$ cat config.mk
export PLATFORM = sky130hd
export DESIGN_NAME = btce_mul
export DESIGN_NICKNAME = d
export VERILOG_FILES = /design/src/design/btce_pkg.sv /design/src/design/btce_mul.sv
export SDC_FILE = /design/constraint.sdc
export NUM_CORES = 1
export LEC_CHECK = 0
export BUFFER_PORTS_ARGS = -buffer_cell sky130_fd_sc_hd__clkbuf_2
export CAP_MARGIN = 0
export CORE_ASPECT_RATIO = 0.5
export CORE_MARGIN = 2
export CORE_UTILIZATION = 35
export CTS_CLUSTER_SIZE = 40
export DETAILED_ROUTE_END_ITERATION = 12
export GPL_TIMING_DRIVEN = 0
export PLACE_DENSITY_LB_ADDON = 0.2
export SYNTH_ARGS = -nofsm -noshare
export SYNTH_HDL_FRONTEND = slang
export SYNTH_SLANG_ARGS = --single-unit
$ cat constraint.sdc
create_clock -name aclk -period 7.5 [get_ports aclk]
set_input_delay 1.5 -clock aclk [delete_from_list [all_inputs] [get_ports aclk]]
set_output_delay 1.5 -clock aclk [all_outputs]
set_load 0.01 [all_outputs]
$ cat src/design/btce_pkg.sv
package btce_pkg;

    // Default level limits, used as parameter defaults on the top level.
    localparam int DEF_MAX_WIDTH  = 1024;
    localparam int DEF_MAX_HEIGHT = 512;

    // Field widths of the stream payloads.
    localparam int ACT_W       = 2;
    localparam int X_W         = 10;
    localparam int Y_W         = 9;
    localparam int R_W         = 10;
    localparam int S_TDATA_W   = 32;
    localparam int M_TDATA_W   = 8;

    // Configuration port.
    localparam int LW_W        = 11;
    localparam int LH_W        = 10;
    localparam int CFG_W       = 11;
    localparam int CFG_IDX_W   = 1;
    localparam logic [CFG_IDX_W-1:0] REG_LEVEL_WIDTH  = 1'b0;
    localparam logic [CFG_IDX_W-1:0] REG_LEVEL_HEIGHT = 1'b1;
    localparam logic [LW_W-1:0] LW_RESET = 11'd1024;
    localparam logic [LH_W-1:0] LH_RESET = 10'd512;

    // Signed coordinate width: covers centre plus or minus radius.
    localparam int CRD_W  = 13;
    // Shared multiplier operand and product widths.
    localparam int OP_W   = 10;
    localparam int PROD_W = 2 * OP_W;

    // Leftmost pixel of a byte sits in its most significant bit.
    localparam logic [7:0] PIX_MSB = 8'h80;

    typedef enum logic [ACT_W-1:0] {
        ACT_LOAD  = 2'd0,
        ACT_CUT   = 2'd1,
        ACT_QUERY = 2'd2
    } action_t;

    typedef enum logic [3:0] {
        ST_IDLE,
        ST_PIX_ADDR,
        ST_PIX_READ,
        ST_PIX_USE,
        ST_CUT_SETUP,
        ST_CUT_RSQ,
        ST_ROW_DY,
        ST_ROW_BASE,
        ST_ROW_ADDR,
        ST_BYTE_READ,
        ST_PIX_MUL,
        ST_PIX_CMP,
        ST_BYTE_WRITE,
        ST_RESULT
    } state_t;

    // Operand pair handed to the shared multiplier.
    typedef struct packed {
        logic [OP_W-1:0] a;
        logic [OP_W-1:0] b;
    } mul_req_t;

endpackage

$ cat src/design/btce_mul.sv
module btce_mul
    import btce_pkg::*;
(
    input  logic              aclk,
    input  mul_req_t          req,
    output logic [PROD_W-1:0] prod
);

    logic [PROD_W-1:0] prod_reg;

    // One registered product per cycle; the sequencer reads it in the next cycle.
    always_ff @(posedge aclk) begin
        prod_reg <= req.a * req.b;
    end

    assign prod = prod_reg;

endmodule

### Yosys cells after proc, flatten, opt, wreduce, memory -nomap -nowiden

Index checks and enable logic that the tools add are counted.

* register bits after elaboration: 20
* word-level logic and storage cells: 2

* $mul: 1

Operator list (number)
* $mul A10 B10 Y20: 1

### Logic depth before layout (Yosys ltp)

Gate-level depths: netlist of run 1.

* depth after elaboration: 1
* gate-level depth with buffers: 19
* gate-level depth less buffers: 18

### Worst setup path before layout of run 1

Ideal clock, no wire load.

* path kind: input -> register
* from: input port req[1] (netlist name)
* to: register prod_reg[16] (netlist: prod[16])
* library setup time: 0.072 ns
* data arrival time: 5.825 ns
* required time: 7.428 ns
* setup slack: 1.603 ns
* stages: 19
* path buffers: 1
* cells stage by stage: clkbuf_1 nand2_1 fa_1 inv_1 fa_1 inv_1 fa_1 inv_1 fa_1 inv_1 fa_1 inv_1 ha_1 nand3_1 nand2_1 a41oi_2 a32oi_2 mux2i_1 xnor2_1

* cells in the longest elaborated chain, start to end: 1

Ends and longest elaborated chain
* start, declared: line btce_mul.sv:5 `input mul_req_t req,`
* $mul A10 B10 Y20: line btce_mul.sv:13 `prod_reg <= req.a * req.b;`
* end signal, assigned: line btce_mul.sv:13
* end, declared: line btce_mul.sv:9 `logic [PROD_W-1:0] prod_reg;`

Every way passes these cells.

### Worst setup path after layout of run 1

* from: input port req[16] (netlist name)
* to: register prod_reg[16] (netlist: prod[16])

Same word-level chain as after synthesis.

==> results of run 1 <==
kinds of logic after synthesis:
| logic type | count (synthesis) | synth area share, % |
|---|---|---|
| muxes | 2 | 0.536 |
| buffers and inverters | 95 | 9.58 |
| AOI/OAI and AO/OA | 36 | 6.63 |
| DFF | 20 | 10.7 |
| adders and majority gates | 117 | 51.7 |
| xor gates and xnor gates | 17 | 3.99 |
| and+or+nand+nor | 123 | 16.9 |
synthesized netlist by cell type, drive strengths merged:
| library cell | n |
|---|---|
| o211ai | 1 |
| nand3b | 1 |
| a21oi | 15 |
| and3 | 3 |
| o21ai | 5 |
| nand2 | 52 |
| a32oi | 1 |
| and2 | 51 |
| ha | 55 |
| o21a | 3 |
| nor2b | 1 |
| xnor2 | 13 |
| xor2 | 4 |
| a311o | 1 |
| fa | 62 |
| o31ai | 2 |
| inv | 77 |
| nor2 | 4 |
| dfxtp | 20 |
| a41oi | 3 |
| nand3 | 6 |
| o21bai | 3 |
| nor3 | 1 |
| mux2i | 2 |
| nand2b | 1 |
| nor3b | 1 |
| a31oi | 2 |
| nand4 | 2 |
| clkbuf | 18 |
through the flow:
step,hold slack (ns),utilization [%]
4_1_cts,1.63,39.9
3_5_place_dp,1.89,39.2
5_1_grt,1.67,39.9
6_report,1.65,39.9
3_3_place_gp,1.89,39.2
2_1_floorplan,1.62,-
cell type report:
class                   count  area, um2
fillers                  1075       6170
multi-input cells         295       2980
flip-flops and latches     20        400
inverters                  77        289
well taps                 140        175
repair buffers             24        120
clock buffers               3       75.1
plain buffers              18       68.8
routing by layer:
metal | vias up | track usage [%] | routed length (um)
met4 | 0 | 1.42 | 21
met3 | 2 | 2.32 | 195
li1 | 1319 | - | -
met1 | 1369 | 19.9 | 3660
met2 | 32 | 22.6 | 3440
met5 | - | 0 | 0
cells in the final DEF (no fill, tap or decap), drive strengths merged, types with 2 or more instances in the layout:
| cell type | instances |
|---|---|
| and2 | 51 |
| nand4 | 2 |
| fa | 62 |
| dfxtp | 20 |
| nor2 | 4 |
| a21oi | 15 |
| a41oi | 3 |
| and3 | 3 |
| xnor2 | 13 |
| clkbuf | 45 |
| a31oi | 2 |
| o21ai | 5 |
| nand3 | 6 |
| o31ai | 2 |
| ha | 55 |
| o21a | 3 |
| nand2 | 52 |
| xor2 | 4 |
| mux2i | 2 |
| inv | 77 |
| o21bai | 3 |
final timing paths:
path / depth (start not counted) / to / slack, ns / startpoint
worst max-delay path: 19 / prod[16] / 1.33 / req[16]
worst min-delay path: 2 / prod[0] / 1.65 / req[10]
power groups by stage:
| stage | logic, mW | clock network, mW | registers (mW) |
|---|---|---|---|
| after global routing | 1.22 | 0.119 | 0.183 |
| after global placement | 1.06 | 0 | 0.181 |
| after floorplan | 0.806 | 0 | 0.208 |
| after CTS | 1.07 | 0.113 | 0.180 |
| final | 1.05 | 0.108 | 0.179 |
| after detailed placement | 1.06 | 0 | 0.182 |
critical path: cells and delay by family:
family | cells | cell delay, ns
xor+xnor | 1 | 0.13
buf+inv | 6 | 0.73
simple gates | 3 | 0.40
mux | 1 | 0.26
fa+ha+maj | 6 | 2.85
compound gates | 2 | 0.47
==> impl_results.md, run 1 <==
* DR vias at about 2700
* Design Area, Final at 4110 um2
* Drc violations at 0
* First-pass GRT wire length at about 13000 um
* Cell Int Power at between 0.6 and 0.7 mW
* Synth unique cells at 34
* Drt total wl at between 7000 and 8000 um
* Synthesized flop and latch total at 20
* Final count of negative-setup-slack endpoints at 0
* Synth top area cells: fa_1 (33%), ha_1 (18%), dfxtp_1 (11%)
* Sum Neg Setup Slack at 0 ns
* Iter 0 DRT Violations at 73
* H-Tree Depth at 1
* Vias in the first global route at between 2000 and 3000
* DR vias/cell at approximately 4.7
* Status: complete, no violations
* DP HPWL at between 6000 and 7000 um
* Max Fclk at approximately 160 MHz
* Comb pwr share at between 70% and 80%
* Net Count, Synth at roughly 550
* Rows at 26
* Routed WL per cell at about 13 um
* Register share of total power at between 10% and 20%
* WS Path Type: primary input to flip-flop
* Cts repair resizes at 0
* Tcrit/Tclk final at 82.3%
* Register area share after synthesis at 10.7%
* VDD IR max at approximately 0.00020 V
* CP endpoint kind: flip-flop
* Crit path largest cell delay at 0.53 ns
* Final Max Slew Viols at 0
* All-Layer GR Usage at between 10 and 15%
* Syn avg cell area at approximately 9.1 um2
* Fin crit period at roughly 6.2 ns
* Die Y at 77.0 um
* Ports at 41
* Final RePlAce weighted congestion at 0.769
* Inserted Diodes at 0
* Max-cap violation count at 0
* Clock share of power at around 8%
* Starting Density at approximately 36%
* Leakage power at between 2 and 2.5 nW
* Startpoint Class: primary input
* Setup WS pre-CTS at roughly 1.1 ns
* Synth Warn # at 0
* Core Box Area at approximately 10000 um2
* Largest net degree at the start of global routing at 11
* Layout area overhead at 9.92%
* CTS tree: done
* Final net count at ~580
* CP Max Fanout at 10
* Placed cells at about 570
* Yosys top cell area share at 33.2%
* Die ar. at approximately 12000 um2
* Crit path DAT at between 6 and 7 ns
* Slowest cell on the critical path: fa_1
* Root buffer cell: clkbuf_16
* Initial antenna violation count at 0
* Grt total ovfl at 0
* Max reg flops at 20
* Max_slew headroom at about 56%
* Fin cells at between 500 and 600
* Clock Tree Buf Depth at 2
* Worst-margin pin slew at 0.660 ns
* Fraction of layout cells with a size suffix above 1 at 7.78%
* Die Width at 150 um
* Count of input and output buffers at 24
* RSZ-0062 raised after global routing: no
* Net Sw Frac at 48.3%
* Num Clock Sinks at 20
* Final ANT Viol Nets at 0
* Critical-path cell list: clkbuf_1 -> nand2_1 -> fa_1 -> inv_1 -> fa_1 -> inv_1 -> fa_1 -> inv_1 -> fa_1 -> inv_1 -> fa_1 -> inv_1 -> ha_1 -> nand3_1 -> nand2_1 -> a41oi_2 -> a32oi_2 -> mux2i_1 -> xnor2_1
* Data required, critical path at about 7.7 ns
* Post-CTS Hold Buffers at 0
* Synthesized instance count at 410
* Hold Vio Cnt, Final at 0
* Worst setup margin at between 1 and 1.5 ns
* Tot Pwr at approximately 1.3 mW
* Area leader, netlist: fa_1
* Clk slew on worst S/H paths at 0.05 ns
* Num CTS Buffers at 3
* Post-CTS Setup Bufs at 0
* Mapped Area at around 3700 um2
* Min-delay worst type: primary input to flip-flop
* Placed Area at between 4000 and 5000 um2
* P_sw at around 0.65 mW
* Drt first pass iters at 4
* Pwr/cell area at between 300 and 400 nW/um2
Note: power is estimated with default switching activity, not from simulation.
==> inputs of run 2 (changes only) <==
==> constraint.sdc (replaced) <==
create_clock -name aclk -period 5.6 [get_ports aclk]
set_input_delay 1.12 -clock aclk [delete_from_list [all_inputs] [get_ports aclk]]
set_output_delay 1.12 -clock aclk [all_outputs]
set_load 0.01 [all_outputs]
==> run 2 against run 1 <==
Die area stayed put. Clock power up 34%. Hold slack worse by 0.38 ns. Critical path depth fell by 2. Sequential power is 34% higher. First-iteration DRC count grew 9.6%. Sequential cell count stayed put. Design area increased by 1.6%. Power grew 39%. Clock-buffer cell count is the same. Sequential share of layout area shrank 0.16 points. Global-route usage did not move. Critical path type unchanged. Critical endpoint unchanged. Largest cell class unchanged. Largest power group unchanged.
==> impl_results.md, run 2 (synthesized netlist as in run 1, its figures left out) <==
* Fill cell count at roughly 1100
* First-pass GRT wire length at roughly 13000 um
* Max reg flops at 20
* All-Layer GR Usage at between 10% and 20%
* Initial antenna violation count at 0
* Final ANT Viol Nets at 0
* Max-cap violation count at 0
* CP Max Fanout at 10
* DR vias at approximately 2700
* Startpoint Class: primary input
* H-Tree Depth at 1
* Final Max Slew Viols at 0
* Most common cell after layout, fill and taps aside: inv_1
* Crit-path most repeated cell: fa_1
* Pwr/cell area at 445 nW/um2
* Routed WL per cell at between 10 and 15 um
* P_sw at around 0.9 mW
* Clock share of power at a little under 8%
* Min-delay worst type: primary input to flip-flop
* Starting Density at a little over a third
* Delay-heaviest family, CP: adder cells
* Post-CTS Hold Buffers at 0
* Sum Neg Setup Slack at 0 ns
* Cell Int Power at between 0.9 and 1 mW
* Placed cells at roughly 570
* Setup WS pre-CTS at -0.438 ns
* Clock Tree Buf Depth at 2
* Clk slew on worst S/H paths at ~0.06 ns
* Fin crit period at roughly 5.3 ns
* Drt first pass iters at 4
* Worst setup margin at about 0.25 ns
* Register share of total power at ~13%
* Commonest non-fill, non-tap cells in the layout: inv_1 (77), fa_1 (62), ha_1 (54)
* Fraction of layout cells with a size suffix above 1 at between 10% and 20%
* Final count of negative-setup-slack endpoints at 0
* Iter 0 DRT Violations at 80
* Root buffer cell: clkbuf_16
* Core Box Area at a little over 10000 um2
* Max Fclk at 187 MHz
* RSZ-0062 raised after global routing: no
* Data required, critical path at 5.78 ns
* Count of input and output buffers at 24
* Hold Vio Cnt, Final at 0
* CP endpoint kind: flip-flop
* Final RePlAce weighted congestion at a little under 0.8
* Grt total ovfl at 0
* Buf/Inv on CP at 4
* Ports at 41
* Die Y at 77.0 um
* Worst Hold Depth at 2
* Die ar. at 11600 um2
* Status: complete, no violations
* Num Clock Sinks at 20
* Fin cells at 577
* CTS tree: done
* Leakage power at around 2.2 nW
* Drc violations at 0
* Crit path DAT at between 5 and 6 ns
* WS Path Type: primary input to flip-flop
* Drt total wl at 7430 um
* DP HPWL at ~6200 um
* Crit path largest cell delay at between 0.5 and 0.6 ns
* Largest net degree at the start of global routing at 11
* Final net count at 577
* Max_slew headroom at about 73%
* Net Sw Frac at 48.5%
* Tcrit/Tclk final at between 90 and 100%
* VDD IR max at 0.000274 V
* Hold slack at 1.26 ns
* DR vias/cell at ~4.7
* Comb pwr share at between 70% and 80%
* Layout area overhead at 11.7%
* CP Depth at 17
* Slowest cell on the critical path: fa_1
* Inserted Diodes at 0
* Rows at 26
* Num CTS Buffers at 3
* Critical-path cell list: clkbuf_2 -> nand2_1 -> fa_1 -> inv_1 -> fa_1 -> fa_1 -> fa_1 -> inv_1 -> fa_1 -> inv_1 -> ha_1 -> a21oi_1 -> nand2_2 -> a41oi_4 -> a32oi_2 -> mux2i_1 -> xnor2_1
* Die Width at 150 um
* Worst-margin pin slew at 0.402 ns
* Vias in the first global route at around 2700
[run 2: stage by stage]
stage          power, mW  instance area, um2  util, %
5_1_grt             2.10                4170     40.6
4_1_cts             1.83                4120     40.1
3_3_place_gp        1.67                4030     39.2
3_5_place_dp        1.66                4030     39.2
2_1_floorplan       1.36                3730        -
6_report            1.86                4170     40.6
[run 2: timing repair]
item	in CTS	in global routing
setup endpoints to repair	6	7
endpoints found under the hold margin	0	0
cloned	0	0
setup buffers	0	0
gates resized for setup	8	33
pin swaps	0	1
[run 2: area by class of cell]
cell class	instances	area, um2	area share [%]
well taps	140	175	4.20
multi-input cells	295	3020	72.3
inverters	77	289	6.93
repair buffers	24	120	2.88
flip-flops and latches	20	400	9.60
clock buffers	3	75.1	1.80
plain buffers	18	97.6	2.34
[run 2: metal layers]
metal  vias up  part of all wire [%]  GRT usage, %
met2        33                    47          22.6
met4         0                  0.28          1.42
met5         -                     0             0
met1      1370                    50          19.9
met3         2                   2.7          2.32
li1       1318                     -             -
[run 2: power by group through the flow]
stage	clock [mW]	combinational (mW)	sequential, mW
floorplan	0	1.08	0.278
global placement	0	1.42	0.242
detailed placement	0	1.42	0.244
CTS	0.152	1.44	0.241
global route	0.159	1.70	0.246
finish	0.145	1.47	0.239
[run 2: worst paths after layout]
kind | from | end | slack, ns
hold / removal | req[10] | prod[0] | 1.26
setup / recovery | req[18] | prod[16] | 0.25
==> inputs of run 3 (changes only) <==
--- a/config.mk
+++ b/config.mk
@@ -12,7 +12,7 @@
 export CORE_UTILIZATION = 35
 export CTS_CLUSTER_SIZE = 40
 export DETAILED_ROUTE_END_ITERATION = 12
-export GPL_TIMING_DRIVEN = 0
+export GPL_TIMING_DRIVEN = 1
 export PLACE_DENSITY_LB_ADDON = 0.2
 export SYNTH_ARGS = -nofsm -noshare
 export SYNTH_HDL_FRONTEND = slang
==> run 3 against run 2 <==
Sequential cell count unchanged. Sequential power about the same. Die area unchanged. Worst setup slack got worse by 0.023 ns. Largest cell class unchanged.
==> impl_results.md, run 3 (synthesized netlist as in run 1, its figures left out) <==
* Status: complete, no violations
* CP endpoint kind: flip-flop
* Starting Density at between 30 and 40%
* Cts repair resizes at 0
* Grt total ovfl at 0
* Commonest non-fill, non-tap cells in the layout: inv_1 (77), fa_1 (62), ha_1 (55)
* Final Max Slew Viols at 0
* Iter 0 DRT Violations at approximately 110
* Post-CTS Setup Bufs at 0
* Fill cell count at roughly 1100
* Clock Tree Buf Depth at 2
* Fin util at a little over two fifths
* Tot Pwr at around 1.9 mW
* Final RePlAce weighted congestion at about 0.87
* Die ar. at 11600 um2
* Post-CTS Hold Buffers at 0
* Final count of negative-setup-slack endpoints at 0
* All-Layer GR Usage at 14.1%
* Routed WL per cell at ~13 um
* VDD IR max at 0.000259 V
* Num Clock Sinks at 20
* Sum Neg Setup Slack at 0 ns
* Most common cell after layout, fill and taps aside: inv_1
* Min-delay worst type: primary input to flip-flop
* CTS tree: done
* Highest metal used: met4
* Inserted Diodes at 0
* Met3 routed wirelength at ~420 um
* Count of input and output buffers at 40
* Leakage power at 2.27 nW
* Ports at just over 40
* Die Y at slightly below 80 um
* DP HPWL at roughly 6600 um
* Clk slew on worst S/H paths at around 0.05 ns
* Die Width at 150 um
* DR vias at about 2800
* Max reg flops at 20
* Drc violations at 0
* Fraction of layout cells with a size suffix above 1 at around 16%
* Data required, critical path at approximately 5.8 ns
* Drt total wl at roughly 7500 um
* Layout area overhead at 15.0%
* H-Tree Depth at 1
* Final net count at roughly 600
* First-pass GRT wire length at ~13000 um
* Root buffer cell: clkbuf_16
* Metal1 wirelength at 3650 um
* Fin crit period at 5.37 ns
* Vias in the first global route at 2778
* Final ANT Viol Nets at 0
* Drt first pass iters at 4
* WS Path Type: primary input to flip-flop
* Max-cap violation count at 0
* RSZ-0062 raised after global routing: no
* Hold Vio Cnt, Final at 0
* Pwr/cell area at about 440 nW/um2
* CP Max Fanout at 7
* Num CTS Buffers at 3
* Worst-margin pin slew at approximately 0.47 ns
* Max Fclk at between 150 and 200 MHz
* Met2 wire length at roughly 3400 um
* Hold slack at around 1.2 ns
* DR vias/cell at between 4 and 5
* Core Box Area at between 10000 and 15000 um2
* Max_slew headroom at 68.7%
* Largest net degree at the start of global routing at 11
* Initial antenna violation count at 0
* Rows at 26
* Crit path DAT at 5.56 ns
* Tcrit/Tclk final at about 96%
* Startpoint Class: primary input
## run 3: path summary, 6_finish.rpt
| check | start | end | slack, ns | cells after the start |
|---|---|---|---|---|
| setup / recovery | req[18] | prod[19] | 0.23 | 18 |
| hold / removal | req[0] | prod[0] | 1.23 | 2 |
## run 3: worst max-delay path, cell delays in order
cell and delay, ns:
clkbuf_2 0.17, nand2_1 0.10, fa_1 0.54, inv_1 0.06, fa_1 0.51, fa_1 0.52, fa_1 0.50, inv_1 0.05
fa_1 0.47, inv_1 0.04, ha_1 0.33, a21oi_1 0.18, nand2_1 0.14, a31oi_1 0.19, o31ai_1 0.09, buf_4 0.15
a41oi_1 0.26, xnor2_1 0.14
## run 3: power breakdown
part           switching (mW)  internal, mW  total [mW]
sequential             0.0141         0.225       0.239
combinational           0.815         0.691        1.51
clock                  0.0512        0.0942       0.145
total                   0.881          1.01        1.89
## run 3: layout make-up
class                      instances  area, um2  area share [%]
clock buffer                       3       75.1            1.75
inverter                          77        289            6.73
multi-input combinational        295       2980            69.3
sequential                        20        400            9.32
tap                              140        175            4.08
timing repair buffer              64        380            8.85
## run 3: stage by stage
stage / cells / instance area [um2] / worst slack [ns]
finish: 599 / 4300 / 0.229
global route: 599 / 4300 / 0.00468
CTS: 599 / 4300 / 0.244
detailed placement: 596 / 4220 / -0.0277
global placement: 596 / 4220 / 0.0303
floorplan: 410 / 3730 / 0.0827
## run 3: metal layers
| metal | GRT usage, % | vias to the layer above |
|---|---|---|
| met3 | 2.74 | 4 |
| met4 | 1.51 | 0 |
| li1 | - | 1365 |
| met2 | 21.7 | 58 |
| met5 | 0 | - |
| met1 | 21.0 | 1386 |
